### src/design/dmc_pkg.sv
// Package for the direct-mapped write-back cache.
// Holds request codes and the sequencer state type; no dependencies.
package dmc_pkg;

    localparam logic [1:0] REQ_LOAD   = 2'd0;
    localparam logic [1:0] REQ_READ   = 2'd1;
    localparam logic [1:0] REQ_WRITE  = 2'd2;
    localparam logic [1:0] REQ_SEARCH = 2'd3;

    typedef enum logic [9:0] {
        ST_IDLE   = 10'b0000000001,
        ST_TAG    = 10'b0000000010,
        ST_WBRD   = 10'b0000000100,
        ST_WBWR   = 10'b0000001000,
        ST_FILLRD = 10'b0000010000,
        ST_FILLWR = 10'b0000100000,
        ST_ACCESS = 10'b0001000000,
        ST_CSCAN  = 10'b0010000000,
        ST_SSCAN  = 10'b0100000000,
        ST_DONE   = 10'b1000000000
    } t_state;

endpackage

### src/design/dmc_cmp.sv
// Shared compare unit of the cache sequencer: equality of a stored word
// with the search key, and of a line tag with the requested page and with zero. Uses dmc_pkg.
module dmc_cmp
    import dmc_pkg::*;
#(
    parameter int unsigned TW = 5
) (
    input  logic [15:0]   i_a,
    input  logic [15:0]   i_b,
    input  logic [TW-1:0] i_tag,
    input  logic [TW-1:0] i_page,
    output logic          o_word_eq,
    output logic          o_tag_eq,
    output logic          o_tag_zero
);
    // Compare the word pair and the tag pair, and test the tag for zero
    assign o_word_eq  = (i_a == i_b);
    assign o_tag_eq   = (i_tag == i_page);
    assign o_tag_zero = (i_tag == '0);
endmodule

### config.mk
export PLATFORM = sky130hd
export DESIGN_NAME = dmc_cmp
export DESIGN_NICKNAME = d
export VERILOG_FILES = /design/src/design/dmc_pkg.sv /design/src/design/dmc_cmp.sv
export SDC_FILE = /design/constraint.sdc
export NUM_CORES = 1
export LEC_CHECK = 0
export ABC_AREA = 1
export BUFFER_PORTS_ARGS = -buffer_cell sky130_fd_sc_hd__buf_2
export CORE_AREA = 2 2 39 41
export DETAILED_ROUTE_END_ITERATION = 10
export DIE_AREA = 0 0 41 43
export PLACE_DENSITY = 0.66
export SETUP_SLACK_MARGIN = 0.1
export SLEW_MARGIN = 20
export SYNTH_ARGS = -nofsm -noshare
export SYNTH_HDL_FRONTEND = slang
export SYNTH_SLANG_ARGS = --single-unit
### constraint.sdc
create_clock -name vclk -period 0.8
set_input_delay 0.04 -clock vclk [all_inputs]
set_output_delay 0.04 -clock vclk [all_outputs]
set_load 0.01 [all_outputs]
-- After elaboration in Yosys (flattened, before gate mapping)
Index checks and enable logic that the tools add are counted.
- register bits: 0
- output and inout port bits: 3
- word-level logic and storage cells: 3
- equality and inequality tests: 2
- reductions and logical operators: 1
- operators by type and width (kind ; count):
    == test 16 bit ; 1
    == test 5 bit ; 1
    logical NOT 5 bit ; 1

-- Longest topological paths before layout
Gate-level depths: netlist (run 1).
- depth after elaboration: 1
- gate-level depth with buffers: 7
- gate-level depth less buffers: 7

-- Worst setup path after synthesis (run 1)
Ideal clock, no wire load.
- path type: in2out
- from: input port i_b[15]
- to: output port o_word_eq
- arrival time: 534 ps
- required time: 760 ps
- setup slack: 226 ps
- stages: 5
- path through: xnor2_1 -> nand2_1 -> nor2_1 -> nand2_1 -> nor2_1
- cells in the longest elaborated chain, start to end: 1
- RTL lines (item ; line ; source):
    start: declaration ; dmc_cmp.sv:9 ; input logic [15:0] i_b,
    == test 16 bit ; dmc_cmp.sv:17 ; assign o_word_eq = (i_a == i_b);
    end: declaration ; dmc_cmp.sv:12 ; output logic o_word_eq,
Every way passes these cells.

-- Worst setup path after layout (run 1)
- from: input port i_a[11]
- to: output port o_word_eq
- cells in the longest elaborated chain, start to end: 1
- RTL lines (item ; line ; source):
    start: declaration ; dmc_cmp.sv:8 ; input logic [15:0] i_a,
    == test 16 bit ; dmc_cmp.sv:17 ;
Every way passes these cells.

==> results.json, run 1 <==
{
  "irDropWorstVdd_uv": 179,
  "fin_crit_ns": 0.763,
  "p_int_mw": 0.195,
  "grt.total_usage": 0.0939,
  "routed_wl_um": 873,
  "final.setup.worst_slack_ns": 0.0371,
  "avgSynthCellArea_um2": 5.10,
  "grt_start_max_net_pins": 3,
  "start_util": 0.232,
  "grt_pass1_wl_um": 1270,
  "gp_congestion": 0.641,
  "p_comb_frac": 1.000,
  "status": "completed",
  "syn_area_um2": 322,
  "ant_nets": 0,
  "crit_type": "in2out",
  "drive_gt1_frac": 0.519,
  "relSlewSlack": 0.902,
  "p_sw_frac": 0.383,
  "die_w_um": 41,
  "yosys_warnings": 0,
  "cts_setup_buffers": 0,
  "cp_common_cell": "nand2_1",
  "power.switching_mw": 0.121,
  "ff_latch_area_um2": 0,
  "clkPwrFrac": 0,
  "finalPower_mw": 0.315,
  "worstPathMaxFanout": 1,
  "dr.pass1.iters": 4,
  "die_h_um": 43,
  "critPathSlowestCell": "xnor2_1",
  "design.die.area_um2": 1760,
  "design.seq.count": 0,
  "finalSetupViolations": 0,
  "row_count": 14,
  "num-clock-buffers": 0,
  "route.detailed.wl_per_inst_um": 7.04,
  "hp-class": "in2out",
  "fin_area_um2": 673,
  "seqPwrFrac": 0,
  "yosysUniqueCellTypes": 8,
  "fp.coreArea_um2": 1380,
  "crit_path_start_kind": "input pin",
  "period_share": 0.954,
  "maxSlewViolCount": 0,
  "required_ns": 0.76,
  "fill_cells": 157,
  "worstMarginPinSlew_ns": 0.146,
  "drc": 0,
  "dp_hpwl_um": 780,
  "slowest_delay_ns": 0.14,
  "fmax_ghz": 1.31,
  "cp_cell_sequence": "buf_6 -> xnor2_1 -> nand2_1 -> nor2_2 -> nand2_1 -> nor2_1 -> buf_2",
  "rsz0062_at_grt": "true",
  "multi_input_area_um2": 337,
  "area_growth_pct": 109,
  "power.density_nw_per_um2": 469,
  "synth_nets": 105,
  "ios": 45,
  "via_per_inst": 4.16,
  "grt_pass1_vias": 401,
  "vias": 516,
  "fin_tns_setup_ns": 0,
  "p_leak_nw": 0.393,
  "final_nets": 152,
  "arrival_ns": 0.72,
  "hold_viol": 0,
  "yosysSeqAreaShare": 0,
  "endpoint_kind": "output port",
  "dpl_cell_area_um2": 567,
  "max_cap_violations": 0,
  "antenna_found_initial": 0,
  "drt_iter0_drc": 1,
  "diodes": 0,
  "synthCells": 63,
  "portBuffers": 45,
  "dp_worst_setup_slack_ns": -0.0235,
  "overflow": 0
}
## final cells by class
| class | instances | area share |
|---|---|---|
| multi-input combinational | 52 | 0.500 |
| timing repair buffer | 45 | 0.409 |
| inverter | 11 | 0.0613 |
| tap | 16 | 0.0297 |
## cells in the mapped netlist
library cell,n,area share
inv_1,11,0.13
nand2_1,26,0.30
nand3_1,2,0.031
nor2_1,6,0.070
nor3_1,1,0.016
nor3b_1,1,0.023
or2_2,1,0.019
xnor2_1,15,0.41
## power groups by stage
stage	sequential, mW	clock [mW]	combinational [mW]
floorplan	0	0	0.124
global placement	0	0	0.250
detailed placement	0	0	0.257
CTS	0	0	0.283
global route	0	0	0.352
finish	0	0	0.315
## final timing paths
path	end	cells after the start	start
min	o_tag_zero	3	i_tag[0]
max	o_word_eq	7	i_a[11]
## per-layer routing
layer,vias up,GRT usage,wire (um)
met3,0,0,143
met4,0,0,0
met5,-,0,0
met1,209,0.120,279
li1,272,-,-
met2,35,0.175,450
## per-stage QoR
stage               hold slack, ns  utilization  cells
global placement             0.330        0.410    124
detailed placement           0.342        0.410    124
floorplan                    0.129            -     63
finish                       0.325        0.486    124
CTS                          0.347        0.446    124
global route                 0.347        0.486    124
## placed cells by master, fill, tap and decap left out
| master | count |
|---|---|
| buf_8 | 1 |
| nor2_1 | 5 |
| nor3_4 | 1 |
| buf_6 | 6 |
| nand3_2 | 1 |
| nor3b_2 | 1 |
| inv_2 | 2 |
| buf_2 | 37 |
| buf_4 | 1 |
| or2_4 | 1 |
| nor2_2 | 1 |
| xnor2_1 | 11 |
| nand2_1 | 26 |
| inv_1 | 9 |
| xnor2_2 | 4 |
| nand3_1 | 1 |
## critical path, delay by kind of cell
family | cells | cell delay [ns]
xor+xnor | 1 | 0.14
buf+inv | 2 | 0.22
simple gates | 4 | 0.33
## kinds of logic (layout without fill, tap and decap cells)
logic type	Yosys count	in the layout	synth area share
AND/OR/NAND/NOR	37	37	0.463
buffers and inverters	11	56	0.128
XOR/XNOR	15	15	0.409
## what timing repair did
action	4_1_cts	5_1_grt
setup endpoints to repair	3	3
endpoints found under the hold margin	0	0
pin swaps	9	6
hold buffers	0	0
resized for setup	9	14
(Power assumes the default switching activity.)
==> run 2, diff against run 1 <==
--- a/config.mk
+++ b/config.mk
@@ -6,11 +6,10 @@
 export NUM_CORES = 1
 export LEC_CHECK = 0
 export ABC_AREA = 1
-export BUFFER_PORTS_ARGS = -buffer_cell sky130_fd_sc_hd__buf_2
 export CORE_AREA = 2 2 39 41
 export DETAILED_ROUTE_END_ITERATION = 10
 export DIE_AREA = 0 0 41 43
-export PLACE_DENSITY = 0.66
+export DONT_BUFFER_PORTS = 1
 export SETUP_SLACK_MARGIN = 0.1
 export SLEW_MARGIN = 20
 export SYNTH_ARGS = -nofsm -noshare
==> run 2 against run 1 <==
Compared with the run above:
- maximum frequency increased by 24%
- critical path depth decreased by 2
- via count decreased by 33%
- final cell count decreased by 36%
- die area unchanged
- count of clock-buffer cells in the layout unchanged
- worst hold slack got worse by 0.21 ns
- utilization decreased by 23 points
- combinational power decreased by 57%
==> results.json, run 2 (synthesized netlist as in run 1, its figures left out) <==
{
  "status": "completed",
  "max_cap_violations": 0,
  "fp.coreArea_um2": 1380,
  "fin_area_um2": 349,
  "gp_congestion": 0.606,
  "endpoint_kind": "output port",
  "hold_buffers": 0,
  "design.die.area_um2": 1760,
  "crit_type": "in2out",
  "drive_gt1_frac": 0.0476,
  "slowest_delay_ns": 0.15,
  "power.density_nw_per_um2": 384,
  "routed_wl_um": 615,
  "cp_common_cell": "nand2_1",
  "worstMarginPinSlew_ns": 0.227,
  "p_leak_nw": 0.168,
  "hold_viol": 0,
  "dpl_cell_area_um2": 342,
  "dp_hpwl_um": 613,
  "worstPathMaxFanout": 1,
  "p_comb_frac": 1.000,
  "grt_start_max_net_pins": 3,
  "die_w_um": 41,
  "die_h_um": 43,
  "whs_endpoint": "o_tag_zero",
  "antenna_found_initial": 0,
  "stdcell_count": 79,
  "fmax_ghz": 1.63,
  "path_delay_family": "simple AND/OR/NAND/NOR gates",
  "p_sw_frac": 0.389,
  "relSlewSlack": 0.848,
  "design.seq.count": 0,
  "clkPwrFrac": 0,
  "portBuffers": 0,
  "power.switching_mw": 0.0522,
  "final_cell_mix": "26 x nand2_1, 15 x xnor2_1, 11 x inv_1",
  "finalSetupViolations": 0,
  "cp_cell_sequence": "xnor2_1 -> nand2_1 -> nor2_1 -> nand2_1 -> nor2_2",
  "area_growth_pct": 8.56,
  "fin_crit_ns": 0.615,
  "hp-start": "i_tag[0]",
  "maxSlewViolCount": 0,
  "seqPwrFrac": 0,
  "vias": 346,
  "route.detailed.wl_per_inst_um": 7.78,
  "grt_pass1_wl_um": 966,
  "fin_tns_setup_ns": 0,
  "cp_num_buf_inv": 0,
  "row_count": 14,
  "start_util": 0.232,
  "finalPower_mw": 0.134,
  "irDropWorstVdd_uv": 97.6,
  "overflow": 0,
  "whs_path_depth": 1,
  "crit_path_start_kind": "input pin",
  "ff_latch_area_um2": 0,
  "rsz0062_at_grt": "true",
  "ios": 45,
  "p_int_mw": 0.0820,
  "drc": 0,
  "arrival_ns": 0.58,
  "fill_cells": 160,
  "hp-class": "in2out",
  "hold_ws_ns": 0.115,
  "required_ns": 0.76,
  "num-clock-buffers": 0,
  "layout_commonest_cell": "nand2_1",
  "place_inst": 79,
  "drt_iter0_drc": 1,
  "dr.pass1.iters": 3,
  "final_nets": 107,
  "period_share": 0.769,
  "critPathSlowestCell": "nor2_2",
  "via_per_inst": 4.38,
  "grt_pass1_vias": 318,
  "grt.total_usage": 0.0719,
  "diodes": 0,
  "ant_nets": 0
}
-- run 2: cell types whose count changed in the layout (fill, tap and decap cells not counted), sizes merged --
cell,previous run,this run
buf,45,0
-- run 2: power groups by stage --
stage | logic (mW) | registers (mW) | clock network [mW]
floorplan | 0.124 | 0 | 0
global placement | 0.132 | 0 | 0
detailed placement | 0.136 | 0 | 0
CTS | 0.137 | 0 | 0
global route | 0.164 | 0 | 0
finish | 0.134 | 0 | 0
-- run 2: timing repair --
action / in CTS / in global routing
setup endpoints to repair: 0 / 2
resized for setup: 0 / 2
setup buffers: 0 / 0
-- run 2: routing by layer --
layer / global-route usage / wire (um) / up-vias
met3: 0.00524 / 113 / 0
met1: 0.0570 / 164 / 132
met4: 0 / 0 / 0
li1: - / - / 182
met5: 0 / 0 / -
met2: 0.166 / 336 / 32
-- run 2: worst max path at each step --
| stage | endpoint | cells after the start | startpoint |
|---|---|---|---|
| floorplan | o_word_eq | 5 | i_b[15] |
| global placement | o_word_eq | 5 | i_b[15] |
| detailed placement | o_word_eq | 5 | i_b[15] |
| CTS | o_word_eq | 5 | i_b[15] |
| global route | o_word_eq | 7 | i_a[5] |
| finish | o_word_eq | 5 | i_b[15] |
-- run 2: through the flow --
step,utilization,setup WS (ns)
floorplan,-,0.226
global placement,0.247,0.120
detailed placement,0.247,0.127
CTS,0.247,0.127
global route,0.252,0.0982
finish,0.252,0.185
-- run 2: layout make-up --
cell class,instances,area (um2),share of cell area
Inverter,11,41.3,0.118
Multi-Input combinational cell,52,288,0.824
Tap cell,16,20.0,0.0573
==> run 3, diff against run 2 <==
--- a/config.mk
+++ b/config.mk
@@ -5,7 +5,7 @@
 export SDC_FILE = /design/constraint.sdc
 export NUM_CORES = 1
 export LEC_CHECK = 0
-export ABC_AREA = 1
+export ABC_AREA = 0
 export CORE_AREA = 2 2 39 41
 export DETAILED_ROUTE_END_ITERATION = 10
 export DIE_AREA = 0 0 41 43
==> run 3 against run 2 <==
Compared with the run above:
- count of clock-buffer cells in the layout stayed put
- first-iteration DRC count is 100% lower
- total power is 18% higher
- global-route usage is 1.1 points lower
- design area is 5.0% higher
- via count is 34% lower
- combinational power is 18% higher
- utilization is 1.3 points higher
- sequential share of layout area stayed put
- critical path type unchanged
- highest routed layer unchanged
==> results.json, run 3 <==
{
  "avgSynthCellArea_um2": 7.88,
  "synth_top_cell_area_share": 0.704,
  "synthTopCellsByCount": "19 x xnor2_1, 4 x nand4_1, 2 x xor2_1",
  "endpoint_kind": "output port",
  "die_w_um": 41,
  "synthAdderAreaFrac": 0,
  "dpl_cell_area_um2": 274,
  "fin_tns_setup_ns": 0,
  "ios": 45,
  "gp_congestion": 0.570,
  "hp-class": "in2out",
  "via_per_inst": 4.93,
  "portBuffers": 0,
  "grt_start_max_net_pins": 3,
  "yosys_warnings": 0,
  "final_cell_mix": "10 x xnor2_1, 8 x xnor2_2, 4 x nand4_1",
  "yosysUniqueCellTypes": 8,
  "synthMostInstantiatedCell": "xnor2_1",
  "relSlewSlack": 0.816,
  "synth_nets": 72,
  "maxSlewViolCount": 0,
  "synth_top_family_by_area": "XOR/XNOR gates",
  "start_util": 0.171,
  "crit_type": "in2out",
  "power.density_nw_per_um2": 431,
  "syn_area_um2": 236,
  "max_cap_violations": 0,
  "synth-simple-area-share": 0.222,
  "yosysSeqAreaShare": 0,
  "dr.pass1.iters": 1,
  "ant_nets": 0,
  "route.detailed.wl_per_inst_um": 12.3,
  "fin_area_um2": 367,
  "layout_commonest_cell": "xnor2_1",
  "required_ns": 0.76,
  "grt_pass1_wl_um": 807,
  "hold_ws_ns": 0.104,
  "drc": 0,
  "synth_top_cell_by_area": "xnor2_1",
  "fill_cells": 144,
  "utilization": 0.265,
  "rsz0062_at_grt": "true",
  "synthCells": 30,
  "num-clock-buffers": 0,
  "finalSetupViolations": 0,
  "ff_latch_area_um2": 0,
  "design.seq.count": 0,
  "yosys-mux-area-fraction": 0,
  "dp_hpwl_um": 510,
  "synth_area_leaders": "xnor2_1 70%, nand4_1 11%, xor2_1 7.4%",
  "period_share": 0.915,
  "final.setup.worst_slack_ns": 0.0680,
  "diodes": 0,
  "arrival_ns": 0.69,
  "worstMarginPinSlew_ns": 0.273,
  "design.die.area_um2": 1760,
  "status": "completed",
  "fp.coreArea_um2": 1380,
  "cts_setup_buffers": 0,
  "final_nets": 74,
  "grt.total_usage": 0.0612,
  "p_leak_nw": 0.122,
  "drive_gt1_frac": 0.433,
  "routed_wl_um": 566,
  "overflow": 0,
  "area_growth_pct": 55.0,
  "hold_viol": 0,
  "fmax_ghz": 1.37,
  "drt_iter0_drc": 0,
  "synth_compound_area_frac": 0,
  "grt_pass1_vias": 225,
  "antenna_found_initial": 0,
  "vias": 227,
  "irDropWorstVdd_uv": 113,
  "synth-xor-area-share": 0.778,
  "fin_crit_ns": 0.732,
  "crit_path_start_kind": "input pin",
  "dp_worst_setup_slack_ns": 0.0281,
  "hold_buffers": 0,
  "row_count": 14,
  "die_h_um": 43,
  "worstPathMaxFanout": 1
}
[run 3: cell types whose count changed in the layout (fill, tap and decap cells not counted), moves of 2 or more]
| cell | change |
|---|---|
| nand2_1 | -26 |
| xnor2_2 | +8 |
| xor2_1 | +2 |
| xnor2_1 | -5 |
| nand4_1 | +4 |
| inv_1 | -11 |
| nor2_1 | -5 |
[run 3: worst max-delay path, stage by stage]
cell     delay [ns]
xnor2_4        0.13
nand4_1        0.16
nor4_4         0.36
[run 3: per-stage QoR]
step	total power [mW]	instances
after floorplan	0.106	30
after global placement	0.115	46
after detailed placement	0.116	46
after CTS	0.138	46
after global routing	0.174	46
final	0.158	46
[run 3: layer usage]
metal  part of all wire  wire [um]  vias to the layer above  track usage
met5                  0          0                        -            0
met1               0.21        119                      101       0.0547
met4                  0          0                        0            0
met3               0.16         92                        0            0
met2               0.63        354                       22        0.138
li1                   -          -                      104            -
[run 3: what timing repair did]
| action | CTS | global route |
|---|---|---|
| gates cloned | 0 | 0 |
| resized for setup | 6 | 6 |
| endpoints found under the setup margin | 2 | 3 |
| pin swaps | 5 | 3 |
[run 3: path summary, 6_finish.rpt]
kind / cells past startpoint / slack, ns / startpoint / end
worst min-delay path: 1 / 0.10 / i_tag[0] / o_tag_zero
worst max-delay path: 3 / 0.07 / i_b[11] / o_word_eq
[run 3: logic make-up after synthesis]
family / count (synthesis)
xor gates and xnor gates: 21
and+or+nand+nor: 9
[run 3: report_power, final]
group          internal (mW)  switching (mW)  total [mW]
Clock                      0               0           0
Sequential                 0               0           0
Combinational          0.114          0.0439       0.158
Total                  0.114          0.0439       0.158
[run 3: layout make-up]
class,instances,area (um2),share of cell area
multi-input combinational,30,347,0.945
tap,16,20.0,0.0546
